File: config.mk
export PLATFORM = sky130hd
export DESIGN_NAME = sha512_ctrl
export DESIGN_NICKNAME = d
export VERILOG_FILES = /design/src/hdl/sha512_pkg.sv /design/src/hdl/sha512_ctrl.sv
export VERILOG_INCLUDE_DIRS = /design/src /design/src/hdl
export SDC_FILE = /design/constraint.sdc
export NUM_CORES = 1
export LEC_CHECK = 0
export BUFFER_PORTS_ARGS = -buffer_cell sky130_fd_sc_hd__buf_2
export CORE_MARGIN = 5
export CORE_UTILIZATION = 42
export CTS_BUF_LIST = sky130_fd_sc_hd__clkbuf_8
export DETAILED_ROUTE_END_ITERATION = 10
export GPL_TIMING_DRIVEN = 1
export PLACE_DENSITY_LB_ADDON = 0.3
export SLEW_MARGIN = 20
export SYNTH_ARGS = -nofsm -noshare
export SYNTH_HDL_FRONTEND = slang
export SYNTH_SLANG_ARGS = --single-unit
File: constraint.sdc
create_clock -name i_clk -period 2.7 [get_ports i_clk]
set_input_delay 0.27 -clock i_clk [delete_from_list [all_inputs] [get_ports i_clk]]
set_output_delay 0.27 -clock i_clk [all_outputs]
set_load 0.05 [all_outputs]
File: src/hdl/sha512_byte_stream_hasher_top_defines.svh
// ----------------------------------------------------------------------------
// SHA-512 hasher assertion macros
// Shared concurrent assertion forms for the hasher modules.
// ----------------------------------------------------------------------------
`ifndef SHA512_BYTE_STREAM_HASHER_TOP_DEFINES_SVH
`define SHA512_BYTE_STREAM_HASHER_TOP_DEFINES_SVH

// Implication checked on every edge out of reset
`define SHA_ASSERT_IMP(label, clk, rst_n, ante, cons) \
    label: assert property (@(posedge clk) disable iff (!rst_n) (ante) |-> (cons)) \
        else $error("assertion failed");

// Next-cycle implication
`define SHA_ASSERT_NXT(label, clk, rst_n, ante, cons) \
    label: assert property (@(posedge clk) disable iff (!rst_n) (ante) |=> (cons)) \
        else $error("assertion failed");

`endif

File: src/hdl/sha512_pkg.sv
// ----------------------------------------------------------------------------
// SHA-512 package
// Constants, command/status types and round functions.
// ----------------------------------------------------------------------------
package sha512_pkg;

    localparam int BLOCK_BYTES   = 128;
    localparam int LENGTH_OFFSET = 112;
    localparam int ROUNDS        = 80;
    localparam int WORDS         = 8;

    localparam logic [7:0] PAD_BYTE = 8'h80;

    // Commands from controller to datapath
    typedef struct packed {
        logic       load_iv;     // reinitialise chaining value
        logic       wr_byte;     // write wr_data at fill position
        logic [7:0] wr_data;
        logic       add_len;     // add 8 to bit counter
        logic       clr_len;     // clear counter
        logic       snap_len;    // latch counter for padding
        logic       comp_start;  // begin a compression
        logic       out_shift;   // rotate chain words for output
    } t_cmd;

    typedef struct packed {
        logic       comp_busy;
        logic       block_full;  // the next byte written completes the block
        logic [6:0] fill;
        logic [63:0] len_snap;
    } t_sts;

    localparam logic [63:0] IV [WORDS] = '{
        64'h6a09e667f3bcc908, 64'hbb67ae8584caa73b,
        64'h3c6ef372fe94f82b, 64'ha54ff53a5f1d36f1,
        64'h510e527fade682d1, 64'h9b05688c2b3e6c1f,
        64'h1f83d9abfb41bd6b, 64'h5be0cd19137e2179
    };

    localparam logic [63:0] ROUND_K [ROUNDS] = '{
        64'h428a2f98d728ae22, 64'h7137449123ef65cd, 64'hb5c0fbcfec4d3b2f,
        64'he9b5dba58189dbbc, 64'h3956c25bf348b538, 64'h59f111f1b605d019,
        64'h923f82a4af194f9b, 64'hab1c5ed5da6d8118, 64'hd807aa98a3030242,
        64'h12835b0145706fbe, 64'h243185be4ee4b28c, 64'h550c7dc3d5ffb4e2,
        64'h72be5d74f27b896f, 64'h80deb1fe3b1696b1, 64'h9bdc06a725c71235,
        64'hc19bf174cf692694, 64'he49b69c19ef14ad2, 64'hefbe4786384f25e3,
        64'h0fc19dc68b8cd5b5, 64'h240ca1cc77ac9c65, 64'h2de92c6f592b0275,
        64'h4a7484aa6ea6e483, 64'h5cb0a9dcbd41fbd4, 64'h76f988da831153b5,
        64'h983e5152ee66dfab, 64'ha831c66d2db43210, 64'hb00327c898fb213f,
        64'hbf597fc7beef0ee4, 64'hc6e00bf33da88fc2, 64'hd5a79147930aa725,
        64'h06ca6351e003826f, 64'h142929670a0e6e70, 64'h27b70a8546d22ffc,
        64'h2e1b21385c26c926, 64'h4d2c6dfc5ac42aed, 64'h53380d139d95b3df,
        64'h650a73548baf63de, 64'h766a0abb3c77b2a8, 64'h81c2c92e47edaee6,
        64'h92722c851482353b, 64'ha2bfe8a14cf10364, 64'ha81a664bbc423001,
        64'hc24b8b70d0f89791, 64'hc76c51a30654be30, 64'hd192e819d6ef5218,
        64'hd69906245565a910, 64'hf40e35855771202a, 64'h106aa07032bbd1b8,
        64'h19a4c116b8d2d0c8, 64'h1e376c085141ab53, 64'h2748774cdf8eeb99,
        64'h34b0bcb5e19b48a8, 64'h391c0cb3c5c95a63, 64'h4ed8aa4ae3418acb,
        64'h5b9cca4f7763e373, 64'h682e6ff3d6b2b8a3, 64'h748f82ee5defb2fc,
        64'h78a5636f43172f60, 64'h84c87814a1f0ab72, 64'h8cc702081a6439ec,
        64'h90befffa23631e28, 64'ha4506cebde82bde9, 64'hbef9a3f7b2c67915,
        64'hc67178f2e372532b, 64'hca273eceea26619c, 64'hd186b8c721c0c207,
        64'heada7dd6cde0eb1e, 64'hf57d4f7fee6ed178, 64'h06f067aa72176fba,
        64'h0a637dc5a2c898a6, 64'h113f9804bef90dae, 64'h1b710b35131c471b,
        64'h28db77f523047d84, 64'h32caab7b40c72493, 64'h3c9ebe0a15c9bebc,
        64'h431d67c49c100d4c, 64'h4cc5d4becb3e42b6, 64'h597f299cfc657e2a,
        64'h5fcb6fab3ad6faec, 64'h6c44198c4a475817
    };

    function automatic logic [63:0] rotr(input logic [63:0] v, input int unsigned n);
        rotr = (v >> n) | (v << (64 - n));
    endfunction

    function automatic logic [63:0] small_sig0(input logic [63:0] x);
        small_sig0 = rotr(x, 1) ^ rotr(x, 8) ^ (x >> 7);
    endfunction

    function automatic logic [63:0] small_sig1(input logic [63:0] x);
        small_sig1 = rotr(x, 19) ^ rotr(x, 61) ^ (x >> 6);
    endfunction

    function automatic logic [63:0] big_sig0(input logic [63:0] x);
        big_sig0 = rotr(x, 28) ^ rotr(x, 34) ^ rotr(x, 39);
    endfunction

    function automatic logic [63:0] big_sig1(input logic [63:0] x);
        big_sig1 = rotr(x, 14) ^ rotr(x, 18) ^ rotr(x, 41);
    endfunction

endpackage

File: src/hdl/sha512_ctrl.sv
// ----------------------------------------------------------------------------
// SHA-512 controller
// Sequences byte writes, padding, compressions and digest output.
// ----------------------------------------------------------------------------
`include "sha512_byte_stream_hasher_top_defines.svh"

module sha512_ctrl (
    input  logic               i_clk,
    input  logic               i_rst_n,
    input  logic               i_valid,
    output logic               o_ready,
    input  logic               i_kind,
    input  logic [7:0]         i_data_byte,
    output logic               o_valid,
    input  logic               i_ready,
    output logic               o_last_word,
    input  sha512_pkg::t_sts   i_sts,
    output sha512_pkg::t_cmd   o_cmd
);
    import sha512_pkg::*;

    localparam logic [2:0] S_IDLE = 3'd0;
    localparam logic [2:0] S_PAD  = 3'd1;
    localparam logic [2:0] S_WAIT = 3'd2;
    localparam logic [2:0] S_OUT  = 3'd3;
    localparam logic [2:0] S_FIN  = 3'd4;

    logic [2:0] r_state, n_state;
    logic [2:0] r_cnt, n_cnt;
    logic       r_first, n_first;   // pad byte not yet written
    logic       r_extra, n_extra;   // current block has no room for the length
    logic       extra_blk;
    logic [7:0] pad_data;
    logic       acc;

    assign acc = i_valid && o_ready;

    // the block being padded leaves the length to a further block
    assign extra_blk = r_first ? (i_sts.fill >= 7'(LENGTH_OFFSET)) : r_extra;

    // padding byte for the current fill position
    always_comb begin
        if (r_first) begin
            pad_data = PAD_BYTE;
        end else if (!r_extra && i_sts.fill >= 7'(BLOCK_BYTES - 8)) begin
            pad_data = i_sts.len_snap[8*(7-i_sts.fill[2:0]) +: 8];
        end else begin
            pad_data = 8'h00;
        end
    end

    always_ff @(posedge i_clk) begin
        if (!i_rst_n) begin
            r_state <= S_IDLE;
            r_cnt   <= '0;
            r_first <= 1'b0;
            r_extra <= 1'b0;
        end else begin
            r_state <= n_state;
            r_cnt   <= n_cnt;
            r_first <= n_first;
            r_extra <= n_extra;
        end
    end

    always_comb begin
        n_state = r_state;
        n_cnt   = r_cnt;
        n_first = r_first;
        n_extra = r_extra;
        o_cmd   = '0;
        o_ready = 1'b0;
        o_valid = 1'b0;
        o_last_word = (r_cnt == 3'(WORDS - 1));
        unique case (r_state)
            S_IDLE: begin
                o_ready = !i_sts.comp_busy;
                if (acc) begin
                    if (!i_kind) begin
                        o_cmd.wr_byte = 1'b1;
                        o_cmd.wr_data = i_data_byte;
                        o_cmd.add_len = 1'b1;
                        o_cmd.comp_start = i_sts.block_full;
                    end else begin
                        o_cmd.snap_len = 1'b1;
                        n_first = 1'b1;
                        n_state = S_PAD;
                    end
                end
            end
            S_PAD: begin
                if (!i_sts.comp_busy) begin
                    o_cmd.wr_byte = 1'b1;
                    o_cmd.wr_data = pad_data;
                    o_cmd.comp_start = i_sts.block_full;
                    n_first = 1'b0;
                    if (r_first) begin
                        n_extra = (i_sts.fill >= 7'(LENGTH_OFFSET));
                    end
                    if (i_sts.block_full) begin
                        if (extra_blk) begin
                            n_extra = 1'b0;
                        end else begin
                            n_state = S_WAIT;
                        end
                    end
                end
            end
            S_WAIT: begin
                if (!i_sts.comp_busy) begin
                    n_cnt   = '0;
                    n_state = S_OUT;
                end
            end
            S_OUT: begin
                o_valid = 1'b1;
                if (i_ready) begin
                    o_cmd.out_shift = 1'b1;
                    n_cnt = r_cnt + 3'd1;
                    if (r_cnt == 3'(WORDS - 1)) begin
                        n_state = S_FIN;
                    end
                end
            end
            S_FIN: begin
                o_cmd.load_iv = 1'b1;
                o_cmd.clr_len = 1'b1;
                n_state = S_IDLE;
            end
            default: n_state = S_IDLE;
        endcase
    end

    `SHA_ASSERT_IMP(a_out_only_out, i_clk, i_rst_n, o_valid, r_state == S_OUT)
    `SHA_ASSERT_IMP(a_fill_clear, i_clk, i_rst_n, r_state == S_OUT, i_sts.fill == '0)
    `SHA_ASSERT_IMP(a_no_start_busy, i_clk, i_rst_n, o_cmd.comp_start, !i_sts.comp_busy)

endmodule

==> run metrics, run 1 <==
status=completed; initial antenna violation count=0; Fin Clk Skew=6.84 ps; clk slew on worst S/H paths=40 ps; met1 WL=1.49 mm; worst endpoint data arrival time=2050 ps; routed length on met2=1.99 mm; DRT Pass-1 Iters=4; switching part of the total=0.310; share of layout cells above drive strength 1=0.604; leakage power=0.848 nW; CTS tree=done; setup ws final=383 ps; Avg Cell Area, Syn=11.4 um2; Congestion Overflow GR=0; Setup crit end kind=output port; placed cell areas=1620 um2; Peak Freq=432 MHz; worst-path maximum fanout=11; largest family of logic cells by synthesized area=multiplexers; period utilization=0.858; Post-Synth Adder-Cell Area=0.0219; Ys Warns=0; Nets=287; Die W=62.2 um; Compound-Gate Fraction of Synth Area=0.142; Total Die Area=3860 um2; iteration-0 DRC count of the detailed router=121; mux share of post-synthesis cell area=0.412; synthesized cell area=1140 um2; total CTS buffers=3; post-route cell area=1660 um2; WL met3=326 um; I/O Buffers=103; simple-gate share of the synthesized area=0.210; H-tree depth=1; top post-synthesis cells by area=mux4_1 (18%), mux4_2 (16%), dfxtp_1 (14%); clock network power share=0.313; die height=62.2 um; clock root buffer=clkbuf_8; CP required=2430 ps; post-CTS setup repair buffer count=0; Sink Count=8; pwr dens=281 nW/um2; worst skew pair latency=230 ps; share of the synthesized area in the top cell type=0.184; top sig layer=met4; core area=2690 um2; Routed Antenna Nets=0; dpl ws=659 ps; RSZ-0062 raised after global routing=false; shortest period the worst path allows=2320 ps; number of synthesized flops with an enable pin=0; type of the most critical hold path=in -> reg; Int Power=0.322 mW; Antenna diodes=0; fill count=227; worst slew pin tran=474 ps; via/cell ratio=5.71; Syn Nets=188; GPL Wtd Cong=0.876; All-Layer GR Usage=0.191; vias in the first global route=1397; peak supply drop=0.262 mV; flop2flop setup slack=1210 ps; DR vias=1301; Flop pwr share=0.271; Final Hold Fails=0; largest net degree at the start of global routing=17; wire length per cell=16.8 um; first-pass GRT wire length=6.16 mm; IO Pins=104; Most used DFF post-synth=dfxtp_1; Final Max Slew Viols=0; Yosys cell types=39; post-synthesis async set-or-reset flop share=0; Slew HR=0.683; Comb pwr share=0.417; dpl hpwl=3.21 mm; Yosys top cell by area=mux4_1; Mapped Cells=100; XOR/XNOR share of the synthesized area=0; clock buffer depth=2; DR DRC count=0; Max-Cap Viols=0; Worst Setup Path Type=reg -> out; row count=19; Hold-fix buffers, CTS=0; Seq/Total Area, Yosys=0.140; setup_tns=0 ps; final wirelength=3.84 mm; layout overhead on the synthesized area=45.5%; Psw=0.145 mW; Final setup viols=0; Synth Register Bits=8; Resize count post-CTS=0; CP Launch Type=register; initial core utilization=0.425
-- logic make-up after synthesis --
kind of cell	count (synthesis)
AOI/OAI and AO/OA	22
DFF	8
adders and majority gates	2
muxes	24
buffers and inverters	11
and+or+nand+nor	33
-- metal layers --
| metal | track usage | vias up |
|---|---|---|
| li1 | - | 621 |
| met1 | 0.229 | 601 |
| met2 | 0.330 | 75 |
| met3 | 0.0559 | 4 |
| met4 | 0.0488 | 0 |
| met5 | 0 | - |
-- critical path, stage by stage, from the launching register on --
cell       delay [ps]
dfxtp_1           540
nor4b_4           490
nand3_2           280
o2bb2ai_1         210
buf_2             290
-- layout by cell type (no fill, tap or decap), drive strengths merged --
cell and n:
nand2 3, clkbuf 3, nor2 2, a21oi 4
dfxtp 8, or2 2, mux2i 8, nor4 1
nand2b 1, ha 2, and3b 1, buf 103
nor2b 4, nand3 4, nor3b 2, a31oi 1
a211oi 1, nand4 2, inv 2, and2 1
o21ai 2, mux4 16, and4b 2, o21a 2
o2bb2ai 7, nor3 3, a32oi 1, and3 2
a41o 1, o31ai 2, and4 1, o2111ai 1
nor4b 2
-- flip-flops by register name (all words and copies together), names as in the netlist --
| signal | cells |
|---|---|
| r_extra | 1 |
| r_cnt | 3 |
| r_first | 1 |
| r_state | 3 |
-- layout make-up --
| type | count | area [um2] | share of cell area |
|---|---|---|---|
| multi-input combinational | 81 | 898 | 0.541 |
| timing repair buffer | 103 | 515 | 0.310 |
| sequential | 8 | 160 | 0.0964 |
| clock buffer | 3 | 41.3 | 0.0248 |
| tap | 31 | 38.8 | 0.0233 |
| inverter | 2 | 7.51 | 0.00452 |
-- final timing paths --
path,startpoint,to,cells after the start
worst max-delay path,r_state[0]$_SDFFE_PN0P_,o_cmd[10],4
worst min-delay path,i_rst_n,r_extra$_SDFFE_PN0N_,2
worst max register to register,r_state[0]$_SDFFE_PN0P_,r_extra$_SDFFE_PN0N_,3
worst min register to register,r_cnt[2]$_SDFFE_PN0P_,r_cnt[2]$_SDFFE_PN0P_,2
-- power groups by stage --
stage | Clock (mW) | Combinational (mW) | Sequential [mW]
after floorplan | 0 | 0.125 | 0.124
after global placement | 0 | 0.190 | 0.128
after detailed placement | 0 | 0.194 | 0.128
after CTS | 0.150 | 0.195 | 0.126
after global routing | 0.157 | 0.208 | 0.127
final | 0.146 | 0.194 | 0.126
-- per-stage QoR --
step           power [mW]  utilization  std cells  hold WS, ps
3_3_place_gp        0.317        0.603        225          463
2_1_floorplan       0.249            -        100          387
6_report            0.467        0.619        228          317
4_1_cts             0.471        0.619        228          318
3_5_place_dp        0.323        0.603        225          479
5_1_grt             0.492        0.619        228          327
-- synthesized netlist by cell type (3+ instances only) --
| library cell | number |
|---|---|
| mux4_1 | 8 |
| mux4_2 | 8 |
| mux2i_1 | 8 |
| dfxtp_1 | 8 |
| o2bb2ai_1 | 7 |
| nand2_1 | 3 |
| nor2b_1 | 4 |
| a21oi_1 | 4 |
| buf_4 | 4 |
| nor3_1 | 3 |
| buf_2 | 3 |
| nand3_1 | 3 |
No activity file was read; power rests on OpenSTA's default activity.
==> run 2: changes to the inputs <==
==> constraint.sdc (replaced) <==
create_clock -name i_clk -period 2.7 [get_ports i_clk]
set_input_delay 0.135 -clock i_clk [delete_from_list [all_inputs] [get_ports i_clk]]
set_output_delay 0.135 -clock i_clk [all_outputs]
set_load 0.05 [all_outputs]
==> run 2 against run 1 <==
Net effect:
- die area unchanged
- via count down 1.2%
- maximum frequency up 7.8%
- design area unchanged
==> run metrics, run 2 (synthesis results as in run 1) <==
worst-path maximum fanout=11; row count=19; Final setup viols=0; Worst Setup Path Type=reg -> out; Congestion Overflow GR=0; final wirelength=3.74 mm; initial core utilization=0.425; Final Max Slew Viols=0; reg2reg start=r_state[0]$_SDFFE_PN0P_; Sink Count=8; clock buffer depth=2; DR DRC count=0; dpl hpwl=3.24 mm; Multi-input gate area=898 um2; via/cell ratio=5.64; status=completed; first-pass GRT wire length=5.99 mm; register area=160 um2; GPL Wtd Cong=0.837; I/O Buffers=103; pwr dens=274 nW/um2; peak supply drop=0.207 mV; vias in the first global route=1367; All-Layer GR Usage=0.183; Antenna diodes=0; CP required=2570 ps; RSZ-0062 raised after global routing=false; Setup crit end kind=output port; clk slew on worst S/H paths=40 ps; Die W=62.2 um; total CTS buffers=3; hold_sp=i_rst_n; CTS tree=done; core area=2690 um2; leakage power=0.848 nW; iteration-0 DRC count of the detailed router=51; IO Pins=104; Resize count post-CTS=0; setup ws final=551 ps; worst skew pair latency=220 ps; die height=62.2 um; Max-Cap Viols=0; Fin Clk Skew=1.04 ps; shortest period the worst path allows=2150 ps; period utilization=0.796; Routed Antenna Nets=0; Hold-fix buffers, CTS=0; worst slew pin tran=461 ps; wire length per cell=16.4 um; setup_tns=0 ps; type of the most critical hold path=in -> reg; Slew HR=0.693; initial antenna violation count=0; Total Die Area=3860 um2; H-tree depth=1; layout overhead on the synthesized area=45.5%; worst endpoint data arrival time=2010 ps; share of layout cells above drive strength 1=0.604; Nets=287; biggest regs=r_cnt x3, r_state x3; CP startpoint=r_state[0]$_SDFFE_PN0P_; CP Launch Type=register; DR vias=1285; most frequent cells in the layout=buf_2 (103), mux4_1 (8), mux2i_1 (8), mux4_2 (8), dfxtp_1 (8); Pwr Total=0.455 mW; post-CTS setup repair buffer count=0; Peak Freq=465 MHz; dpl ws=789 ps; commonest non-fill, non-tap cell in the layout=buf_2; fill count=248; largest net degree at the start of global routing=17; clock root buffer=clkbuf_8; DRT Pass-1 Iters=6; Final Hold Fails=0
[run 2: cell counts in the layout (fill, tap and decap cells not counted)]
No cell type changed its count.
[run 2: report_power, final]
group	switching, mW	internal [mW]	leakage (nW)
Sequential	0.00516	0.121	0.0647
Clock	0.0394	0.0959	0.0216
Combinational	0.0891	0.104	0.762
Total	0.134	0.321	0.848
[run 2: worst max-delay path, stage by stage, from the launching register on]
cell and delay, ps:
dfxtp_1 530, nor4b_4 470, nand3_2 270, o2bb2ai_1 230, buf_2 290
[run 2: area by class of cell]
cell class                 instances  area share
clock buffer                       3      0.0248
inverter                           2     0.00452
multi-input combinational         81       0.541
sequential                         8      0.0964
tap                               31      0.0233
timing repair buffer             103       0.310
[run 2: worst paths after layout]
kind / end / slack, ps / depth (start not counted)
worst max-delay path: o_cmd[5] / 550 / 4
worst min-delay path: r_extra$_SDFFE_PN0N_ / 180 / 2
worst max register to register: r_extra$_SDFFE_PN0N_ / 1280 / 3
worst min register to register: r_cnt[2]$_SDFFE_PN0P_ / 480 / 2
[run 2: stage by stage]
stage                     instances  hold WS [ps]  cell area [um2]   util
after global routing            228           193             1660  0.619
after global placement          225           401             1620  0.603
after CTS                       228           174             1660  0.619
after detailed placement        225           403             1620  0.603
final                           228           183             1660  0.619
after floorplan                 100           252             1140      -
[run 2: layer usage]
layer / share of wire / global-route usage
met2: 0.52 / 0.338
met5: 0 / 0
met4: 0.0067 / 0.0407
met3: 0.086 / 0.0432
met1: 0.39 / 0.209
